**src/hw/rtl/eci_pkg.sv**
```systemverilog
// eci_pkg: widths, codes and request types shared by the easing curve interpolator.
// Depends on nothing; every other file of the block uses it by scoped names.
`default_nettype none
package eci_pkg;

    localparam int VALUE_WIDTH   = 32;
    localparam int FRACTION_BITS = 16;
    localparam int ONE           = 1 << FRACTION_BITS;

    localparam int TW  = FRACTION_BITS + 1;   // progress
    localparam int CW  = FRACTION_BITS + 2;   // Q2.F ease and config
    localparam int MW  = FRACTION_BITS + 4;   // curve multiplier operands
    localparam int PW  = 2 * MW;
    localparam int UPW = 2 * TW;
    localparam int EW  = FRACTION_BITS + 8;   // ease before saturation
    localparam int BW  = TW + 1 + CW;         // bezier weight products
    localparam int SW  = VALUE_WIDTH + 1;     // span
    localparam int PHW = SW - FRACTION_BITS + CW;
    localparam int PLW = FRACTION_BITS + 1 + CW;
    localparam int RW  = VALUE_WIDTH + 4;

    localparam longint VMAX = (longint'(1) <<< (VALUE_WIDTH - 1)) - 1;
    localparam longint VMIN = -VMAX - 1;

    localparam int QUEUE_DEPTH = 4;
    localparam int QPW         = $clog2(QUEUE_DEPTH);

    typedef enum logic [2:0] {
        OP_LINEAR      = 3'd0,
        OP_EASE_IN     = 3'd1,
        OP_EASE_OUT    = 3'd2,
        OP_EASE_IN_OUT = 3'd3,
        OP_BOUNCE      = 3'd4,
        OP_BEZIER      = 3'd5
    } op_t;

    typedef enum logic [1:0] {
        SHIFT_F,
        SHIFT_F4,
        SHIFT_F6
    } shift_t;

    typedef enum logic {
        REG_BEZIER_FIRST_Y  = 1'b0,
        REG_BEZIER_SECOND_Y = 1'b1
    } cfg_reg_t;

    typedef struct packed {
        logic                          bez;
        shift_t                        shift;
        logic signed [MW-1:0]          m1a;
        logic signed [MW-1:0]          m1b;
        logic signed [MW-1:0]          m2;
        logic signed [CW-1:0]          c;
        logic [TW-1:0]                 t;
        logic signed [VALUE_WIDTH-1:0] start;
        logic signed [VALUE_WIDTH-1:0] fin;
    } item_t;

endpackage
`default_nettype wire

```
**src/hw/rtl/eci_front.sv**
```systemverilog
// eci_front: clamps progress and classifies each request into multiplier operands.
// Depends on eci_pkg.
`default_nettype none
module eci_front (
    input  wire logic [2:0]                           op,
    input  wire logic signed [eci_pkg::VALUE_WIDTH-1:0] start_value,
    input  wire logic signed [eci_pkg::VALUE_WIDTH-1:0] end_value,
    input  wire logic [eci_pkg::TW-1:0]               progress,
    output eci_pkg::item_t                            item
);

    localparam int MW = eci_pkg::MW;
    localparam int ONE = eci_pkg::ONE;

    logic [eci_pkg::TW-1:0]  t_c;
    logic signed [MW-1:0]    ts;
    logic signed [MW-1:0]    one_s;
    logic signed [MW-1:0]    f;
    logic signed [MW+1:0]    tw;
    logic signed [MW+1:0]    t11;

    always_comb
    begin
        t_c   = (progress > eci_pkg::TW'(ONE)) ? eci_pkg::TW'(ONE) : progress;
        tw    = (MW+2)'(t_c);
        ts    = MW'(tw);
        one_s = MW'(ONE);
        f     = ts - one_s;
        t11   = (tw <<< 3) + (tw <<< 1) + tw;

        item.bez   = 1'b0;
        item.shift = eci_pkg::SHIFT_F;
        item.m1a   = ts;
        item.m1b   = one_s;
        item.m2    = one_s;
        item.c     = '0;
        item.t     = t_c;
        item.start = start_value;
        item.fin   = end_value;

        case (eci_pkg::op_t'(op))
            eci_pkg::OP_EASE_IN:
            begin
                item.m1b = ts;
                item.m2  = ts;
            end
            eci_pkg::OP_EASE_OUT:
            begin
                item.m1a = f;
                item.m1b = f;
                item.m2  = f;
                item.c   = eci_pkg::CW'(ONE);
            end
            eci_pkg::OP_EASE_IN_OUT:
            begin
                if (t_c < eci_pkg::TW'(ONE / 2))
                begin
                    item.m1a = ts <<< 2;
                    item.m1b = ts;
                    item.m2  = ts;
                end
                else
                begin
                    item.m1a = f;
                    item.m1b = f <<< 1;
                    item.m2  = f <<< 1;
                    item.c   = eci_pkg::CW'(ONE);
                end
            end
            eci_pkg::OP_BOUNCE:
            begin
                item.shift = eci_pkg::SHIFT_F4;
                if (t11 < (MW+2)'(4 * ONE))
                begin
                    item.m1a = MW'(t11);
                end
                else if (t11 < (MW+2)'(8 * ONE))
                begin
                    item.m1a = MW'(t11 - (MW+2)'(6 * ONE));
                    item.c   = eci_pkg::CW'((3 * ONE) / 4);
                end
                else if (t11 < (MW+2)'(10 * ONE))
                begin
                    item.m1a = MW'(t11 - (MW+2)'(9 * ONE));
                    item.c   = eci_pkg::CW'((15 * ONE) / 16);
                end
                else
                begin
                    item.shift = eci_pkg::SHIFT_F6;
                    item.m1a   = MW'((t11 <<< 1) - (MW+2)'(21 * ONE));
                    item.c     = eci_pkg::CW'((63 * ONE) / 64);
                end
                item.m1b = item.m1a;
            end
            eci_pkg::OP_BEZIER:
            begin
                item.bez = 1'b1;
            end
            default:
            begin
            end
        endcase
    end

endmodule
`default_nettype wire

```
**config.mk**
```make
export PLATFORM = sky130hd
export DESIGN_NAME = eci_front
export DESIGN_NICKNAME = d
export VERILOG_FILES = /design/src/hw/rtl/eci_pkg.sv /design/src/hw/rtl/eci_front.sv
export SDC_FILE = /design/constraint.sdc
export NUM_CORES = 1
export LEC_CHECK = 0
export BUFFER_PORTS_ARGS = -buffer_cell sky130_fd_sc_hd__buf_2
export CAP_MARGIN = 10
export CORE_ASPECT_RATIO = 0.8
export CORE_MARGIN = 3
export CORE_UTILIZATION = 39
export DETAILED_ROUTE_END_ITERATION = 16
export GPL_ROUTABILITY_DRIVEN = 0
export GPL_TIMING_DRIVEN = 0
export PLACE_DENSITY = 0.8
export SLEW_MARGIN = 30
export SYNTH_ARGS = -nofsm -noshare
export SYNTH_HDL_FRONTEND = slang
export SYNTH_SLANG_ARGS = --single-unit
```
**constraint.sdc**
```tcl
create_clock -name vclk -period 3.9
set_input_delay 0.195 -clock vclk [all_inputs]
set_output_delay 0.195 -clock vclk [all_outputs]
set_load 0.005 [all_outputs]
```
==> results.sh, run 1 <==
export IMPL_outcome="complete, but fails checks"
export IMPL_failed_checks="negative setup slack"
export IMPL_critical_path_slowest_cell="sky130_fd_sc_hd__fa_1"
export IMPL_hold_start="end_value[3]"
export IMPL_achievable_frequency_mhz=198
export IMPL_seqCellArea_um2=0
export IMPL_timing_critical_path_arrival_ns=4.86
export IMPL_hold_violations=0
export IMPL_startpoint_type="input port"
export IMPL_antenna_violations_before_repair=0
export IMPL_transition_time_at_the_pin_with_the_least_slew_margin_ns=0.951
export IMPL_synthesis_area_um2=3430
export IMPL_p_leak_nw=3.06
export IMPL_port_buffers=168
export IMPL_setup_viol=48
export IMPL_power_switching_uw=846
export IMPL_design_portCount=246
export IMPL_max_cap_violations=0
export IMPL_vdd_ir_drop_max_uv=140
export IMPL_fp_coreArea_um2=8240
export IMPL_die_w_um=111
export IMPL_relSlewSlack_pct=35.8
export IMPL_critical_path_max_stage_delay_ns=0.58
export IMPL_min_period_ns=5.06
export IMPL_post_drt_via_cell_ratio=6.62
export IMPL_routed_top_layer="met4"
export IMPL_p_total_mw=1.53
export IMPL_dieHeight_um=89.9
export IMPL_worstPathBufferInverterCount=4
export IMPL_start_util_pct=41.7
export IMPL_holdWs_ns=0.556
export IMPL_postSynthAreaPerCell_um2=7.03
export IMPL_post_route_worst_setup_slack_ns=-1.16
export IMPL_power_internal_uw=688
export IMPL_preCtsSetupSlack_ns=-0.978
export IMPL_worstHoldPathCells=2
export IMPL_n_clock_buffer=0
export IMPL_drc=0
export IMPL_part_of_the_cycle_the_worst_path_needs_pct=130
export IMPL_critPathKind="in -> out"
export IMPL_track_usage_pct=27.7
export IMPL_worstSetupEndpointType="output pin"
export IMPL_timing_startpoint_of_the_critical_path="progress[10]"
export IMPL_detail_route_wirelength_um=20900
export IMPL_layout_commonest_cell="sky130_fd_sc_hd__buf_2"
export IMPL_power_clock_fraction_pct=0
export IMPL_first_global_vias=4641
export IMPL_final_layout_size_suffix_gt1_share_pct=62.4
export IMPL_timing_final_max_slew_violations=0
export IMPL_initialDrtViolationCount=705
export IMPL_fp_row_count=29
export IMPL_power_switching_fraction_pct=55.2
export IMPL_avgRoutedWirePerCell_um=25.3
export IMPL_min_delay_path_class="in -> out"
export IMPL_grt_setup_unrepaired="yes"
export IMPL_dp_final_hpwl_um=10700
export IMPL_whs_endpoint="item[3]"
export IMPL_dr_total_vias=5470
export IMPL_grt_pass1_wl_um=23600
export IMPL_post_cts_hold_buffer_count=0
export IMPL_n_antenna_cell=0
export IMPL_area_growth_syn_to_layout_pct=76.0
export IMPL_worstPathRequired_ns=3.70
export IMPL_grt_start_max_net_pins=12
export IMPL_synth_lib_cells_used_distinct=60
export IMPL_critical_path_top_delay_family="compound AO/OA/AOI/OAI gates"
export IMPL_comb_power_share_pct=100.0
export IMPL_seq_area_frac_synth_pct=0
export IMPL_layout_common_cells="sky130_fd_sc_hd__buf_2 (155), sky130_fd_sc_hd__buf_4 (120), sky130_fd_sc_hd__inv_1 (45), sky130_fd_sc_hd__nand2_1 (30)"
export IMPL_crit_chain="buf_2 -> nor4_4 -> nand4_1 -> nand2_2 -> and2_2 -> inv_1 -> fa_1 -> inv_1 -> ha_4 -> nand2_1 -> nor2_1 -> o21ai_1 -> a21oi_4 -> o22ai_4 -> a21oi_4 -> mux2i_2 -> o221ai_1 -> buf_2"
export IMPL_grt_remaining_overflow=0
export IMPL_numSequentialCells=0
export IMPL_antenna_left=0
export IMPL_first_pass_iters=6
export IMPL_num_nets_final=846
export IMPL_seq_power_share_pct=0
export IMPL_detailroute_wirelength_met2_um=9330
export IMPL_design_die_area_um2=9970
export IMPL_netlist_instances=488
export IMPL_route_layer_met1_wl_um=6670
export IMPL_power_density_cell_area_nw_per_um2=254
export IMPL_worst_path_max_fanout=6
export IMPL_route_met3_wl_um=2830
export IMPL_yosysWarningCount=0
## power by group through the flow
stage | sequential [mW] | combinational [mW] | clock, mW
2_1_floorplan | 0 | 0.598 | 0
3_3_place_gp | 0 | 0.830 | 0
3_5_place_dp | 0 | 0.852 | 0
4_1_cts | 0 | 1.13 | 0
5_1_grt | 0 | 1.57 | 0
6_report | 0 | 1.53 | 0
## layout make-up
type | count | area [µm²]
plain buffers | 100 | 754
fillers | 435 | 2200
multi-input cells | 341 | 3520
inverters | 56 | 213
repair buffers | 221 | 1420
well taps | 108 | 135
## stage by stage
| step | utilization [%] | area (µm²) | instances | TNS, ns |
|---|---|---|---|---|
| after floorplan | - | 3590 | 498 | 0 |
| after global placement | 55.4 | 4560 | 774 | -29.21 |
| after detailed placement | 55.4 | 4560 | 774 | -34.37 |
| after CTS | 64.9 | 5340 | 797 | -17.06 |
| after global routing | 73.3 | 6040 | 826 | -52.84 |
| final | 73.3 | 6040 | 826 | -46.86 |
## cell families after synthesis
kind of cell	after synthesis	synth area share, %
compound gates	130	28.2
xor+xnor	15	3.83
simple gates	125	17.5
buf+inv	158	26.8
fa+ha+maj	42	18.6
other cells	1	0.109
mux	17	4.96
## synth_stat cells (all sizes together) (7+ instances only)
cell / instances / area [µm²]
a21o: 8 / 60.1
a21oi: 27 / 158
a22o: 15 / 131
buf: 87 / 653
clkbuf: 15 / 56.3
fa: 15 / 300
ha: 27 / 338
inv: 56 / 210
mux2i: 17 / 170
nand2: 46 / 173
nand2b: 7 / 43.8
nor2: 31 / 119
nor3: 7 / 51.3
nor4: 8 / 50.1
o211ai: 7 / 71.3
o21ai: 19 / 98.8
o21bai: 15 / 113
o221ai: 9 / 78.8
xnor2: 10 / 87.6
## repair_timing
action                     4_1_cts  5_1_grt
setup buffers                   24       29
setup endpoints to repair       48       48
hold endpoints to repair         0        0
pin swaps                       42       58
gates cloned                     1        1
gates resized for setup        127       93
## layer usage
layer  track usage [%]  vias to the layer above
li1                  -                     2065
met1              32.8                     2477
met2              49.7                      686
met3              4.50                      242
met4              11.5                        0
met5                 0                        -
## worst max-delay path by stage
stage                            to  slack, ns  depth (start not counted)
after floorplan           item[138]      0.004                         18
after global placement    item[153]      -0.87                         20
after detailed placement  item[153]      -0.98                         20
after CTS                 item[153]      -0.47                         22
after global routing      item[149]      -1.29                         21
final                     item[151]      -1.16                         18
No activity file was read; power rests on OpenSTA's default activity.
==> run 2: changes to the inputs <==
--- a/config.mk
+++ b/config.mk
@@ -5,11 +5,12 @@
 export SDC_FILE = /design/constraint.sdc
 export NUM_CORES = 1
 export LEC_CHECK = 0
+export ABC_AREA = 1
 export BUFFER_PORTS_ARGS = -buffer_cell sky130_fd_sc_hd__buf_2
 export CAP_MARGIN = 10
 export CORE_ASPECT_RATIO = 0.8
 export CORE_MARGIN = 3
-export CORE_UTILIZATION = 39
+export CORE_UTILIZATION = 40
 export DETAILED_ROUTE_END_ITERATION = 16
 export GPL_ROUTABILITY_DRIVEN = 0
 export GPL_TIMING_DRIVEN = 0
==> results.sh, run 2 <==
export IMPL_outcome="complete, but fails checks"
export IMPL_failed_checks="negative setup slack"
export IMPL_initialDrtViolationCount=640
export IMPL_antenna_left=0
export IMPL_num_nets_final=1046
export IMPL_yosys_area_top_type="sky130_fd_sc_hd__nand2_1"
export IMPL_timing_critical_path_arrival_ns=4.02
export IMPL_dieHeight_um=93.1
export IMPL_seq_area_frac_synth_pct=0
export IMPL_layout_commonest_cell="sky130_fd_sc_hd__nand2_1"
export IMPL_preCtsSetupSlack_ns=-0.805
export IMPL_detail_route_wirelength_um=17100
export IMPL_yosysWarningCount=0
export IMPL_worstPathRequired_ns=3.70
export IMPL_final_layout_size_suffix_gt1_share_pct=47.5
export IMPL_min_period_ns=4.22
export IMPL_min_delay_path_class="in -> out"
export IMPL_grt_pass1_wl_um=23500
export IMPL_worstHoldPathCells=2
export IMPL_track_usage_pct=26.5
export IMPL_antenna_violations_before_repair=0
export IMPL_netlist_instances=696
export IMPL_timing_critical_path_to="item[148]"
export IMPL_dr_total_vias=5554
export IMPL_post_synth_top_count_cell="sky130_fd_sc_hd__nand2_1"
export IMPL_fin_setup_tns_ns=-9.23
export IMPL_ys_top_cells_by_area="sky130_fd_sc_hd__nand2_1 (23%), sky130_fd_sc_hd__buf_4 (16%), sky130_fd_sc_hd__inv_1 (12%)"
export IMPL_p_total_mw=1.16
export IMPL_n_clock_buffer=0
export IMPL_synthesis_area_um2=3790
export IMPL_start_util_pct=41.4
export IMPL_worst_path_max_fanout=7
export IMPL_drc=0
export IMPL_timing_startpoint_of_the_critical_path="progress[12]"
export IMPL_transition_time_at_the_pin_with_the_least_slew_margin_ns=0.788
export IMPL_port_buffers=171
export IMPL_achievable_frequency_mhz=237
export IMPL_fp_row_count=31
export IMPL_numSequentialCells=0
export IMPL_fp_coreArea_um2=9150
export IMPL_dp_final_hpwl_um=11500
export IMPL_relSlewSlack_pct=47.3
export IMPL_area_growth_syn_to_layout_pct=58.4
export IMPL_die_w_um=115
export IMPL_post_synth_most_frequent_cells="sky130_fd_sc_hd__nand2_1 (236), sky130_fd_sc_hd__inv_1 (120), sky130_fd_sc_hd__buf_4 (80)"
export IMPL_part_of_the_cycle_the_worst_path_needs_pct=108
export IMPL_hold_violations=0
export IMPL_avgRoutedWirePerCell_um=16.5
export IMPL_critPathKind="in -> out"
export IMPL_worstSetupEndpointType="output pin"
export IMPL_grt_remaining_overflow=0
export IMPL_power_density_cell_area_nw_per_um2=193
export IMPL_grt_start_max_net_pins=11
export IMPL_grt_setup_unrepaired="yes"
export IMPL_utilization_pct=65.6
export IMPL_first_global_vias=4846
export IMPL_netlist_area_leader_share_pct=23.4
export IMPL_postSynthAreaPerCell_um2=5.45
export IMPL_vdd_ir_drop_max_uv=89.6
export IMPL_layout_common_cells="sky130_fd_sc_hd__nand2_1 (194), sky130_fd_sc_hd__buf_2 (163), sky130_fd_sc_hd__buf_4 (116), sky130_fd_sc_hd__inv_1 (108), sky130_fd_sc_hd__nand3_1 (36)"
export IMPL_seqCellArea_um2=0
export IMPL_post_drt_via_cell_ratio=5.38
export IMPL_p_leak_nw=3.61
export IMPL_design_portCount=246
export IMPL_max_cap_violations=0
export IMPL_synth_lib_cells_used_distinct=32
export IMPL_timing_final_max_slew_violations=0
export IMPL_n_antenna_cell=0
export IMPL_post_route_worst_setup_slack_ns=-0.315
export IMPL_holdWs_ns=0.556
export IMPL_first_pass_iters=8
export IMPL_design_die_area_um2=10700
export IMPL_setup_viol=44
export IMPL_startpoint_type="input port"
## run 2: cells by family (layout without fill, tap and decap cells)
group                      Yosys count  count (layout)  share of synthesized area, %
other                                1              11                        0.0988
adders and majority gates           42              42                          16.8
and+or+nand+nor                    376             376                          43.6
xor gates and xnor gates            12              12                          2.77
buffers and inverters              217             429                          29.7
AOI/OAI and AO/OA                   48              48                          7.06
## run 2: final cells by class
cell class / count / area [µm²]
well taps: 115 / 144
inverters: 123 / 468
fillers: 761 / 3150
repair buffers: 212 / 1290
multi-input cells: 489 / 3400
plain buffers: 94 / 702
## run 2: power breakdown
| part | switching [mW] | leakage (nW) | total [mW] | internal, mW |
|---|---|---|---|---|
| Clock | 0 | 0 | 0 | 0 |
| Sequential | 0 | 0 | 0 | 0 |
| Combinational | 0.661 | 3.61 | 1.16 | 0.500 |
| Total | 0.661 | 3.61 | 1.16 | 0.500 |
## run 2: how the worst min path moves through the flow
| stage | from | to | slack [ns] |
|---|---|---|---|
| floorplan | op[1] | item[161] | 0.43 |
| global placement | end_value[8] | item[8] | 0.56 |
| detailed placement | start_value[24] | item[56] | 0.56 |
| CTS | start_value[24] | item[56] | 0.56 |
| global route | start_value[19] | item[51] | 0.56 |
| finish | start_value[26] | item[58] | 0.56 |
## run 2: worst max-delay path, cell delays in order
cell,delay [ns]
sky130_fd_sc_hd__buf_6,0.12
sky130_fd_sc_hd__nor4_4,0.30
sky130_fd_sc_hd__nand4_1,0.17
sky130_fd_sc_hd__nand2_2,0.13
sky130_fd_sc_hd__buf_6,0.12
sky130_fd_sc_hd__buf_16,0.14
sky130_fd_sc_hd__nand2_8,0.08
sky130_fd_sc_hd__fa_1,0.55
sky130_fd_sc_hd__inv_1,0.08
sky130_fd_sc_hd__ha_4,0.27
sky130_fd_sc_hd__nand2_2,0.11
sky130_fd_sc_hd__inv_1,0.07
sky130_fd_sc_hd__nand2_1,0.10
sky130_fd_sc_hd__nand2_1,0.16
sky130_fd_sc_hd__a21oi_4,0.20
sky130_fd_sc_hd__buf_4,0.14
sky130_fd_sc_hd__nand3_2,0.08
sky130_fd_sc_hd__nand2_4,0.10
sky130_fd_sc_hd__nand3_4,0.14
sky130_fd_sc_hd__nand2_8,0.16
sky130_fd_sc_hd__clkbuf_16,0.16
sky130_fd_sc_hd__nand2_1,0.07
sky130_fd_sc_hd__nand3_2,0.10
sky130_fd_sc_hd__nand4_1,0.13
sky130_fd_sc_hd__buf_2,0.16
## run 2: metrics by stage
stage,cell area (µm²),std cells
CTS,5710,1026
finish,6010,1033
global route,6010,1033
detailed placement,4830,992
global placement,4830,992
floorplan,3830,706
## run 2: what timing repair did
action	CTS	global route
gates cloned	1	1
endpoints found under the setup margin	48	48
hold buffers	0	0
pin swaps	41	28
buffers inserted	33	6
resized for setup	132	61
## run 2: routing by layer
| metal | routed length (µm) | vias to the layer above | track usage (%) |
|---|---|---|---|
| met2 | 7720 | 484 | 41.7 |
| li1 | - | 2530 | - |
| met3 | 2430 | 115 | 6.99 |
| met5 | 0 | - | 0 |
| met1 | 6120 | 2425 | 36.3 |
| met4 | 817 | 0 | 5.47 |
