### src/hw/rtl/eci_pkg.sv
// eci_pkg: widths, codes and request types shared by the easing curve interpolator.
// Depends on nothing; every other file of the block uses it by scoped names.
`default_nettype none
package eci_pkg;

    localparam int VALUE_WIDTH   = 32;
    localparam int FRACTION_BITS = 16;
    localparam int ONE           = 1 << FRACTION_BITS;

    localparam int TW  = FRACTION_BITS + 1;   // progress
    localparam int CW  = FRACTION_BITS + 2;   // Q2.F ease and config
    localparam int MW  = FRACTION_BITS + 4;   // curve multiplier operands
    localparam int PW  = 2 * MW;
    localparam int UPW = 2 * TW;
    localparam int EW  = FRACTION_BITS + 8;   // ease before saturation
    localparam int BW  = TW + 1 + CW;         // bezier weight products
    localparam int SW  = VALUE_WIDTH + 1;     // span
    localparam int PHW = SW - FRACTION_BITS + CW;
    localparam int PLW = FRACTION_BITS + 1 + CW;
    localparam int RW  = VALUE_WIDTH + 4;

    localparam longint VMAX = (longint'(1) <<< (VALUE_WIDTH - 1)) - 1;
    localparam longint VMIN = -VMAX - 1;

    localparam int QUEUE_DEPTH = 4;
    localparam int QPW         = $clog2(QUEUE_DEPTH);

    typedef enum logic [2:0] {
        OP_LINEAR      = 3'd0,
        OP_EASE_IN     = 3'd1,
        OP_EASE_OUT    = 3'd2,
        OP_EASE_IN_OUT = 3'd3,
        OP_BOUNCE      = 3'd4,
        OP_BEZIER      = 3'd5
    } op_t;

    typedef enum logic [1:0] {
        SHIFT_F,
        SHIFT_F4,
        SHIFT_F6
    } shift_t;

    typedef enum logic {
        REG_BEZIER_FIRST_Y  = 1'b0,
        REG_BEZIER_SECOND_Y = 1'b1
    } cfg_reg_t;

    typedef struct packed {
        logic                          bez;
        shift_t                        shift;
        logic signed [MW-1:0]          m1a;
        logic signed [MW-1:0]          m1b;
        logic signed [MW-1:0]          m2;
        logic signed [CW-1:0]          c;
        logic [TW-1:0]                 t;
        logic signed [VALUE_WIDTH-1:0] start;
        logic signed [VALUE_WIDTH-1:0] fin;
    } item_t;

endpackage
`default_nettype wire

### src/hw/rtl/eci_queue.sv
// eci_queue: short register queue of classified requests between front and back.
// Depends on eci_pkg.
`default_nettype none
module eci_queue (
    input  wire logic     clk,
    input  wire logic     rst_n,
    input  wire logic     push,
    input  wire eci_pkg::item_t din,
    output logic          full,
    input  wire logic     pop,
    output logic          empty,
    output eci_pkg::item_t dout
);

    localparam int QD  = eci_pkg::QUEUE_DEPTH;
    localparam int QPW = eci_pkg::QPW;

    eci_pkg::item_t   mem_reg [QD];
    logic [QPW-1:0]   wr_ptr_reg, wr_ptr_next;
    logic [QPW-1:0]   rd_ptr_reg, rd_ptr_next;
    logic [QPW:0]     count_reg, count_next;
    logic             wr_en, rd_en;

    assign full  = (count_reg == (QPW+1)'(QD));
    assign empty = (count_reg == '0);
    assign wr_en = push && !full;
    assign rd_en = pop && !empty;
    assign dout  = mem_reg[rd_ptr_reg];

    always_comb
    begin
        wr_ptr_next = wr_en ? QPW'((QPW+1)'(wr_ptr_reg) + 1'b1) : wr_ptr_reg;
        rd_ptr_next = rd_en ? QPW'((QPW+1)'(rd_ptr_reg) + 1'b1) : rd_ptr_reg;
        count_next  = count_reg + (QPW+1)'(wr_en) - (QPW+1)'(rd_en);
    end

    always_ff @(posedge clk or negedge rst_n)
    begin
        if (!rst_n)
        begin
            wr_ptr_reg <= '0;
            rd_ptr_reg <= '0;
            count_reg  <= '0;
        end
        else
        begin
            wr_ptr_reg <= wr_ptr_next;
            rd_ptr_reg <= rd_ptr_next;
            count_reg  <= count_next;
        end
    end

    always_ff @(posedge clk)
    begin
        if (wr_en)
        begin
            mem_reg[wr_ptr_reg] <= din;
        end
    end

endmodule
`default_nettype wire

### config.mk
export PLATFORM = sky130hd
export DESIGN_NAME = eci_queue
export DESIGN_NICKNAME = d
export VERILOG_FILES = /design/src/hw/rtl/eci_pkg.sv /design/src/hw/rtl/eci_queue.sv
export SDC_FILE = /design/constraint.sdc
export NUM_CORES = 1
export LEC_CHECK = 0
export BUFFER_PORTS_ARGS = -buffer_cell sky130_fd_sc_hd__buf_2
export CORE_MARGIN = 3
export CORE_UTILIZATION = 44
export CTS_BUF_LIST = sky130_fd_sc_hd__clkbuf_8 sky130_fd_sc_hd__clkbuf_16
export DETAILED_ROUTE_END_ITERATION = 16
export GPL_ROUTABILITY_DRIVEN = 0
export GPL_TIMING_DRIVEN = 0
export PLACE_DENSITY = 0.69
export SKIP_LAST_GASP = 1
export SLEW_MARGIN = 5
export SYNTH_ARGS = -nofsm -noshare
export SYNTH_HDL_FRONTEND = slang
export SYNTH_SLANG_ARGS = --single-unit
### constraint.sdc
create_clock -name clk -period 11.88 [get_ports clk]
set_input_delay 1.782 -clock clk [delete_from_list [all_inputs] [get_ports clk]]
set_output_delay 1.782 -clock clk [all_outputs]
set_load 0.02 [all_outputs]
==> flow_summary.toml, run 1 <==
[outcome]
status = "completed"

[power_and_ir_drop]
power.density_nw_per_um2 = 266
combPwrFrac_pct = 32.5
power_mw = 7.72
switching_share_pct = 31.6
switchingPower_mw = 2.44
leakagePower_nw = 9.93
pwr-share-clk_pct = 27.0
irDropWorstVdd_mv = 0.192
power.internal_mw = 5.28
pwr-share-seq_pct = 40.5

[floorplan]
rows = 84
dieArea_um2 = 56900
die_h_um = 239
pin_count = 330
initial_utilization_pct = 44.9
die_w_um = 239
core_area_um2 = 53100

[timing]
finClkSkew_ps = 22.2
hold_slack_ps = 611
fmax_ghz = 0.231
slew_violations = 0
finalHoldViolations = 0
setup_violations = 0
rsz0062_at_grt = "no"
period_needed_ps = 4320
period_share_pct = 36.4
worst-slew-pin-transition_ps = 856
slew_headroom_pct = 42.9
tns_ps = 0

[yosys]
synth_cells = 887
syn_area_per_cell_um2 = 26.8
ys_types = 21
ys_warn_count = 0
ys_seq_elements = 655
synth_nets = 1060
ys_seq_area_share_pct = 82.5
syn-cell-area_um2 = 23800

[clock_network]
cts_tree = "done"
clk_latency_ps = 590
ctsHoldBuffers = 0
clockBufferDepth = 3
htree_levels = 3
cts.clk_slew.worst_paths_ps = 60
clockRootBuffer = "clkbuf_16"
clkSinkCount = 655
cts_resized = 0
postCtsSetupRepairBufs = 0
cts_made_buffers = 70

[layout]
fin_nets = 1476
drive_gt1_share_pct = 47.1
largest_reg_flops = 648
final_cell_mix = "edfxtp_1 (648), buf_2 (340), mux4_2 (162), clkbuf_16 (72), inv_1 (16)"
area_delta_synth_final_pct = 21.7
layout_commonest_cell = "edfxtp_1"

[route]
drc = 0
via_per_inst = 5.26
wire_per_inst_um = 23.4
drt_iter0_drc = 681
dr.pass1.iters = 5
route.antenna.remaining_nets = 0
num_vias = 10800
routed_wl_um = 48000

[critical_path]
crit_path_max_fanout = 10
cp_cell_sequence = "buf_2 > buf_2 > buf_2 > mux4_2 > buf_2"
crit_family = "buffers and inverters"
cpMaxStageDelayCell = "buf_2"
max_stage_delay_ps = 390
cp.required_ps = 10100
crit_buf_inv = 4
start_kind = "flip-flop"
arrival_ps = 2540
crit_top_cell = "buf_2"
worstSetupEndpointType = "output port"
path_class = "reg2out"

[grt]
grt_antenna_before_repair = 12
grt_pass1_wl_um = 72000
grt_pass1_vias = 11600
grt_max_degree = 46
grt.total_usage_pct = 17.1
grt.overflow.total = 0

[flow_run]
cap_violations = 0

[placed_design]
portBuffers = 329
post-dp-hpwl_um = 30900

[hold_path]
hp-class = "reg2reg"
[cells in the mapped netlist (all sizes together)]
| cell | instances | share of area, % |
|---|---|---|
| and3b | 4 | 0.15 |
| buf | 35 | 0.97 |
| clkbuf | 1 | 0.016 |
| dfrtp | 7 | 0.74 |
| edfxtp | 648 | 82 |
| fa | 1 | 0.084 |
| ha | 6 | 0.32 |
| inv | 6 | 0.095 |
| mux4 | 162 | 15 |
| nand2 | 1 | 0.016 |
| nand2b | 4 | 0.11 |
| nand4bb | 2 | 0.095 |
| nor3 | 1 | 0.021 |
| nor3b | 1 | 0.053 |
| o211ai | 2 | 0.063 |
| o311ai | 1 | 0.037 |
| o31ai | 1 | 0.032 |
| xnor2 | 4 | 0.15 |
[through the flow]
stage	worst slack (ps)	instances	util (%)	cell area, um2
2_1_floorplan	5790	887	-	23800
3_3_place_gp	2400	1904	49.6	26300
3_5_place_dp	8050	1919	50.4	26700
4_1_cts	7410	2042	54.6	29000
5_1_grt	7400	2044	54.6	29000
6_report	7560	2049	54.6	29000
[cell type report]
| type | instances | area (um2) |
|---|---|---|
| buffer | 36 | 235 |
| inverter | 6 | 22.5 |
| multi-input combinational | 190 | 3930 |
| timing repair buffer | 344 | 2060 |
| clock inverter | 51 | 419 |
| sequential | 655 | 19600 |
| tap | 688 | 861 |
| antenna | 7 | 17.5 |
| clock buffer | 72 | 1800 |
| fill | 3945 | 24100 |
[layer usage]
layer | track usage [%] | part of all wire, %
met5 | 0 | 0.19
met1 | 22.2 | 40
met4 | 5.26 | 1.8
met2 | 27.5 | 50
met3 | 5.68 | 8.1
[power by group through the flow]
stage               Combinational [mW]  Clock [mW]  Sequential [mW]
detailed placement                2.57           0             3.18
finish                            2.51        2.08             3.13
global placement                  2.46           0             3.32
floorplan                         1.64           0             3.23
global route                      2.68        2.24             3.16
CTS                               2.58        2.14             3.13
[tightest hold or removal path, delay by kind of cell, from the launching register on]
family          cells  cell delay (ps)
compound gates      1               80
flops               1              410
simple gates        1               70
[cells by family (layout without fill, tap and decap cells)]
group	Yosys count	after routing	share of synthesized area (%)
compound gates	4	4	0.131
xor+xnor	4	4	0.147
fa+ha+maj	7	7	0.399
buf+inv	42	509	1.08
flops	655	655	82.5
mux	162	162	15.3
other cells	0	7	0
simple gates	13	13	0.436
[final timing paths]
kind / slack, ps / cells past startpoint / end / start
worst min-delay path: 610 / 2 / wr_ptr_reg[1] / wr_ptr_reg[1]
worst max register to register: 9320 / 4 / mem_reg[3][116] / count_reg[2]
worst max-delay path: 7560 / 5 / dout[97] / rd_ptr_reg[1]
min in group asynchronous: 1020 / 1 / wr_ptr_reg[1] / rst_n
max in group asynchronous: 10670 / 1 / count_reg[0] / rst_n
worst min register to register: 610 / 2 / wr_ptr_reg[1] / wr_ptr_reg[1]
(Power assumes the default switching activity.)
==> run 2, diff against run 1 <==
--- a/config.mk
+++ b/config.mk
@@ -5,6 +5,7 @@
 export SDC_FILE = /design/constraint.sdc
 export NUM_CORES = 1
 export LEC_CHECK = 0
+export ABC_AREA = 1
 export BUFFER_PORTS_ARGS = -buffer_cell sky130_fd_sc_hd__buf_2
 export CORE_MARGIN = 3
 export CORE_UTILIZATION = 44
@@ -12,7 +13,7 @@
 export DETAILED_ROUTE_END_ITERATION = 16
 export GPL_ROUTABILITY_DRIVEN = 0
 export GPL_TIMING_DRIVEN = 0
-export PLACE_DENSITY = 0.69
+export PLACE_DENSITY = 0.71
 export SKIP_LAST_GASP = 1
 export SLEW_MARGIN = 5
 export SYNTH_ARGS = -nofsm -noshare
==> constraint.sdc (replaced) <==
create_clock -name clk -period 3.9 [get_ports clk]
set_input_delay 0.585 -clock clk [delete_from_list [all_inputs] [get_ports clk]]
set_output_delay 0.585 -clock clk [all_outputs]
set_load 0.02 [all_outputs]
==> run 2 against run 1 <==
  * Total power grew to 3.4 times the previous value
  * Utilization is 0.35 points lower
  * Register-to-register slack worse by 8300 ps
  * Worst hold slack worse by 410 ps
  * Non-clock buffer count is 84 higher
  * Cell count is 64% higher
  * Clock power grew to 3.1 times the previous value
==> flow_summary.toml, run 2 <==
[power_and_ir_drop]
power.density_nw_per_um2 = 833
irDropWorstVdd_mv = 0.593
power_mw = 26.1
leakagePower_nw = 12.6

[yosys]
yosysTopAreaCell = "edfxtp_1"
synth_cells = 2109
synth_edf_count = 648
syn_area_per_cell_um2 = 12.2
ys_warn_count = 0
synth_top_cell_area_share_pct = 75.4
synth_nets = 2282
synth_ff_type = "edfxtp_1"
ys_seq_area_share_pct = 76.1
synth_commonest_cells = "edfxtp_1 (648), nand2_1 (505), nor2_1 (329)"
yosysMostFrequentCell = "edfxtp_1"
synthArstFlopShare_pct = 1.07
ys_seq_elements = 655
syn-cell-area_um2 = 25800
synth_area_leaders = "edfxtp_1 (75%), nand2_1 (7.3%), nor2_1 (4.8%)"
ys_types = 18

[critical_path]
reg2reg_setup_slack_ps = 1030
worstSetupEndpointType = "output port"
crit_path_max_fanout = 10
cp.required_ps = 3310
rr_endpoint = "mem_reg[0][64]"
start_kind = "flip-flop"
arrival_ps = 2700
rr_worst_depth = 8
path_class = "reg2out"
reg2reg_from = "count_reg[1]"

[clock_network]
cts.clk_slew.worst_paths_ps = 60
htree_levels = 3
clockBufferDepth = 3
cts_tree = "done"
cts_resized = 0
ctsHoldBuffers = 1
clockRootBuffer = "clkbuf_16"
cts_made_buffers = 70
clkSinkCount = 655
postCtsSetupRepairBufs = 0
clk_latency_ps = 590

[layout]
largest_reg_flops = 648
final_cell_mix = "edfxtp_1 (648), nand2_1 (505), buf_2 (343), nor2_1 (325), o21ai_0 (226)"
area_delta_synth_final_pct = 21.6
fin_area_um2 = 31400
fin_nets = 2712
drive_gt1_share_pct = 20.1
instances_no_fill = 3368
layout_commonest_cell = "edfxtp_1"
final_util_pct = 54.2
fillCellCount = 4708

[timing]
slew_headroom_pct = 40.7
setup_violations = 0
worst-slew-pin-transition_ps = 887
fmax_ghz = 0.304
slew_violations = 0
rsz0062_at_grt = "no"
finalHoldViolations = 0
period_needed_ps = 3290
hold_slack_ps = 199
finClkSkew_ps = 28.9
period_share_pct = 84.3

[flow_run]
cap_violations = 0

[grt]
grt_pass1_wl_um = 94800
grt_pass1_vias = 16700
grt.total_usage_pct = 20.4
grt_antenna_before_repair = 15
grt.overflow.total = 0
grt_max_degree = 28

[route]
wire_per_inst_um = 19.1
via_per_inst = 5.07
route.antenna.remaining_nets = 0
dr.pass1.iters = 6
routed_wl_um = 64300
num_vias = 17100
drt_iter0_drc = 1245
drc = 0

[placed_design]
post-dp-hpwl_um = 42400
place_area_um2 = 29000
place_inst = 3231
portBuffers = 329

[hold_path]
hold_end = "mem_reg[2][40]"
hp-start = "din[40]"
hold_path_depth = 1
hp-class = "in2reg"

[floorplan]
initial_utilization_pct = 44.6
die_w_um = 248
core_area_um2 = 57800
pin_count = 330
dieArea_um2 = 61600
rows = 88
die_h_um = 248

[outcome]
status = "completed"
-- run 2: cell count changes after synthesis, sizes merged, moves of 33 or more --
cell / before / now
buf: 35 / 72
clkbuf: 1 / 34
inv: 6 / 178
mux4: 162 / 0
nand2: 1 / 505
nor2: 0 / 329
o21ai: 0 / 324
-- run 2: worst max path at each step --
stage / slack, ps / end / startpoint
6_report: 610 / dout[6] / rd_ptr_reg[1]
5_1_grt: 440 / dout[104] / rd_ptr_reg[1]
3_3_place_gp: -5330 / mem_reg[0][73] / push
4_1_cts: 500 / dout[104] / rd_ptr_reg[1]
2_1_floorplan: -1550 / mem_reg[0][0] / push
3_5_place_dp: 910 / mem_reg[0][70] / push
-- run 2: worst max-delay path: stages, from the launching register on --
cell and delay [ps]:
dfrtp_1 390, inv_2 270, buf_2 390, buf_1 590, nand2_1 140, nand2_1 140, buf_2 180
-- run 2: per-layer routing --
metal	track usage [%]	share of wire (%)	vias to the layer above
met5	0	0.17	-
li1	-	-	8012
met1	25.0	39	8320
met2	35.7	51	613
met4	5.90	1.8	16
met3	5.40	8.9	100
-- run 2: layout make-up --
cell class | count | area (um2) | area share, %
clock buffer | 73 | 1830 | 5.83
antenna | 15 | 37.5 | 0.120
tap | 765 | 957 | 3.05
clock inverter | 48 | 454 | 1.45
multi-input combinational | 1170 | 4900 | 15.6
inverter | 178 | 668 | 2.13
sequential | 655 | 19600 | 62.6
timing repair buffer | 358 | 2260 | 7.21
buffer | 106 | 614 | 1.96
-- run 2: power breakdown --
group	internal [mW]	total, mW	switching [mW]	leakage [nW]
clock	3.92	6.54	2.62	1.16
sequential	9.22	9.51	0.286	6.02
combinational	2.93	10.1	7.14	5.39
-- run 2: cells by family (layout without fill, tap and decap cells) --
logic type | count (synthesis) | in the layout | synth area share [%]
AO/OA/AOI/OAI | 324 | 324 | 6.29
adder cells (fa/ha/maj) | 7 | 7 | 0.369
buffers and inverters | 284 | 763 | 4.97
flip-flops | 655 | 655 | 76.1
other | 0 | 15 | 0
AND/OR/NAND/NOR | 839 | 839 | 12.2
-- run 2: metrics by stage --
step	setup WS (ps)	TNS (ps)
2_1_floorplan	-1550	-1002020
3_3_place_gp	-5330	-3400700
3_5_place_dp	913	0
4_1_cts	503	0
5_1_grt	443	0
6_report	614	0
==> run 3, diff against run 2 <==
--- a/config.mk
+++ b/config.mk
@@ -13,7 +13,7 @@
 export DETAILED_ROUTE_END_ITERATION = 16
 export GPL_ROUTABILITY_DRIVEN = 0
 export GPL_TIMING_DRIVEN = 0
-export PLACE_DENSITY = 0.71
+export PLACE_DENSITY = 0.68
 export SKIP_LAST_GASP = 1
 export SLEW_MARGIN = 5
 export SYNTH_ARGS = -nofsm -noshare
==> constraint.sdc (replaced) <==
create_clock -name clk -period 3.4 [get_ports clk]
set_input_delay 0.51 -clock clk [delete_from_list [all_inputs] [get_ports clk]]
set_output_delay 0.51 -clock clk [all_outputs]
set_load 0.02 [all_outputs]
==> run 3 against run 2 <==
  * Via count is 1.6% lower
  * Global-route usage is 0.17 points higher
  * Die area stayed put
  * Worst hold slack worse by 75 ps
  * Flip-flop and latch count stayed put
  * Non-clock buffer count is 1 higher
  * Critical path depth stayed put
  * Sequential power is 15% higher
  * Sequential share of layout area hardly changed
  * Utilization hardly changed
  * Clock skew is 11 ps lower
  * Critical path type unchanged
  * Critical endpoint is now dout[59]
  * Largest cell class unchanged
  * Largest power group unchanged
==> flow_summary.toml, run 3 (same netlist as run 2, synthesis figures left out) <==
[clock_network]
cts_resized = 0
ctsHoldBuffers = 1
cts.clk_slew.worst_paths_ps = 60
clkSinkCount = 655
cts_tree = "done"
clockRootBuffer = "clkbuf_16"
cts_made_buffers = 70
postCtsSetupRepairBufs = 0
htree_levels = 3
clk_latency_ps = 590
clockBufferDepth = 3

[placed_design]
post-dp-hpwl_um = 42500
place_inst = 3232
place_area_um2 = 29100
portBuffers = 329

[floorplan]
initial_utilization_pct = 44.6
die_h_um = 248
pin_count = 330
rows = 88
core_area_um2 = 57800
dieArea_um2 = 61600
die_w_um = 248

[power_and_ir_drop]
leakagePower_nw = 12.6
power_mw = 29.9
irDropWorstVdd_mv = 0.643
power.density_nw_per_um2 = 953

[route]
wire_per_inst_um = 19.2
via_per_inst = 4.99
dr.pass1.iters = 6
num_vias = 16800
route.antenna.remaining_nets = 0
drt_iter0_drc = 1172
routed_wl_um = 64600
drc = 0

[layout]
area_delta_synth_final_pct = 21.6
layout_commonest_cell = "edfxtp_1"
fin_nets = 2713
fin_area_um2 = 31400
final_cell_mix = "edfxtp_1 (648), nand2_1 (503), buf_2 (343), nor2_1 (325), o21ai_0 (226)"
largest_reg_flops = 648
instances_no_fill = 3365
drive_gt1_share_pct = 20.0

[timing]
setup_violations = 0
finClkSkew_ps = 17.9
slew_violations = 0
rsz0062_at_grt = "no"
period_needed_ps = 3180
period_share_pct = 93.5
slew_headroom_pct = 36.7
fmax_ghz = 0.315
worst-slew-pin-transition_ps = 948
hold_slack_ps = 124
finalHoldViolations = 0

[critical_path]
arrival_ps = 2670
crit_path_max_fanout = 10
start_kind = "flip-flop"
path_class = "reg2out"
worstSetupEndpointType = "output port"
cp.required_ps = 2890

[grt]
grt.total_usage_pct = 20.6
grt.overflow.total = 0
grt_pass1_vias = 16400
grt_pass1_wl_um = 95400
grt_antenna_before_repair = 17
grt_max_degree = 27

[hold_path]
hp-class = "in2reg"

[flow_run]
cap_violations = 0

[outcome]
status = "completed"
-- run 3: cell count changes in the layout (fill, tap and decap cells not counted), sizes merged --
cell / change
buf: +1
bufinv: -1
clkbuf: +1
clkinv: -3
clkinvlp: +1
diode: -7
inv: +5
-- run 3: layer usage --
layer | track usage (%) | up-vias | wire length (um)
met5 | 0 | - | 126
met4 | 6.13 | 20 | 1400
met3 | 5.68 | 109 | 5530
met2 | 35.0 | 559 | 31700
met1 | 25.8 | 8107 | 25800
li1 | - | 7997 | -
-- run 3: critical path: stages (launching register included) --
cell and delay [ps]:
dfrtp_1 400, inv_2 270, buf_2 420, buf_1 520
nand2_1 100, nand2_1 150, buf_2 190
-- run 3: layout make-up --
cell class / instances / area, um2
antenna: 8 / 20.0
buffer: 106 / 614
clock buffer: 74 / 1840
clock inverter: 50 / 414
fill: 4718 / 26500
inverter: 178 / 668
multi-input combinational: 1170 / 4910
sequential: 655 / 19600
tap: 765 / 957
timing repair buffer: 359 / 2290
-- run 3: worst paths after layout --
kind | start | to | slack (ps) | cells after the start
min in group asynchronous | rst_n | rd_ptr_reg[1] | 280 | 2
hold reg to reg | count_reg[0] | count_reg[0] | 520 | 1
setup reg to reg | count_reg[1] | mem_reg[1][118] | 910 | 7
setup / recovery | rd_ptr_reg[1] | dout[59] | 220 | 6
hold / removal | din[145] | mem_reg[2][145] | 120 | 1
max in group asynchronous | rst_n | count_reg[1] | 2960 | 2
-- run 3: power breakdown --
part,total [mW],switching (mW),internal (mW)
Clock,7.44,3.01,4.43
Sequential,10.9,0.326,10.6
Combinational,11.5,8.16,3.39
-- run 3: per-stage QoR --
stage	TNS, ps	util (%)	setup slack [ps]
2_1_floorplan	-36070	-	-60.4
3_3_place_gp	-1443320	49.2	-2310
3_5_place_dp	0	50.3	752
4_1_cts	0	54.2	80.5
5_1_grt	0	54.2	38.3
6_report	0	54.2	222
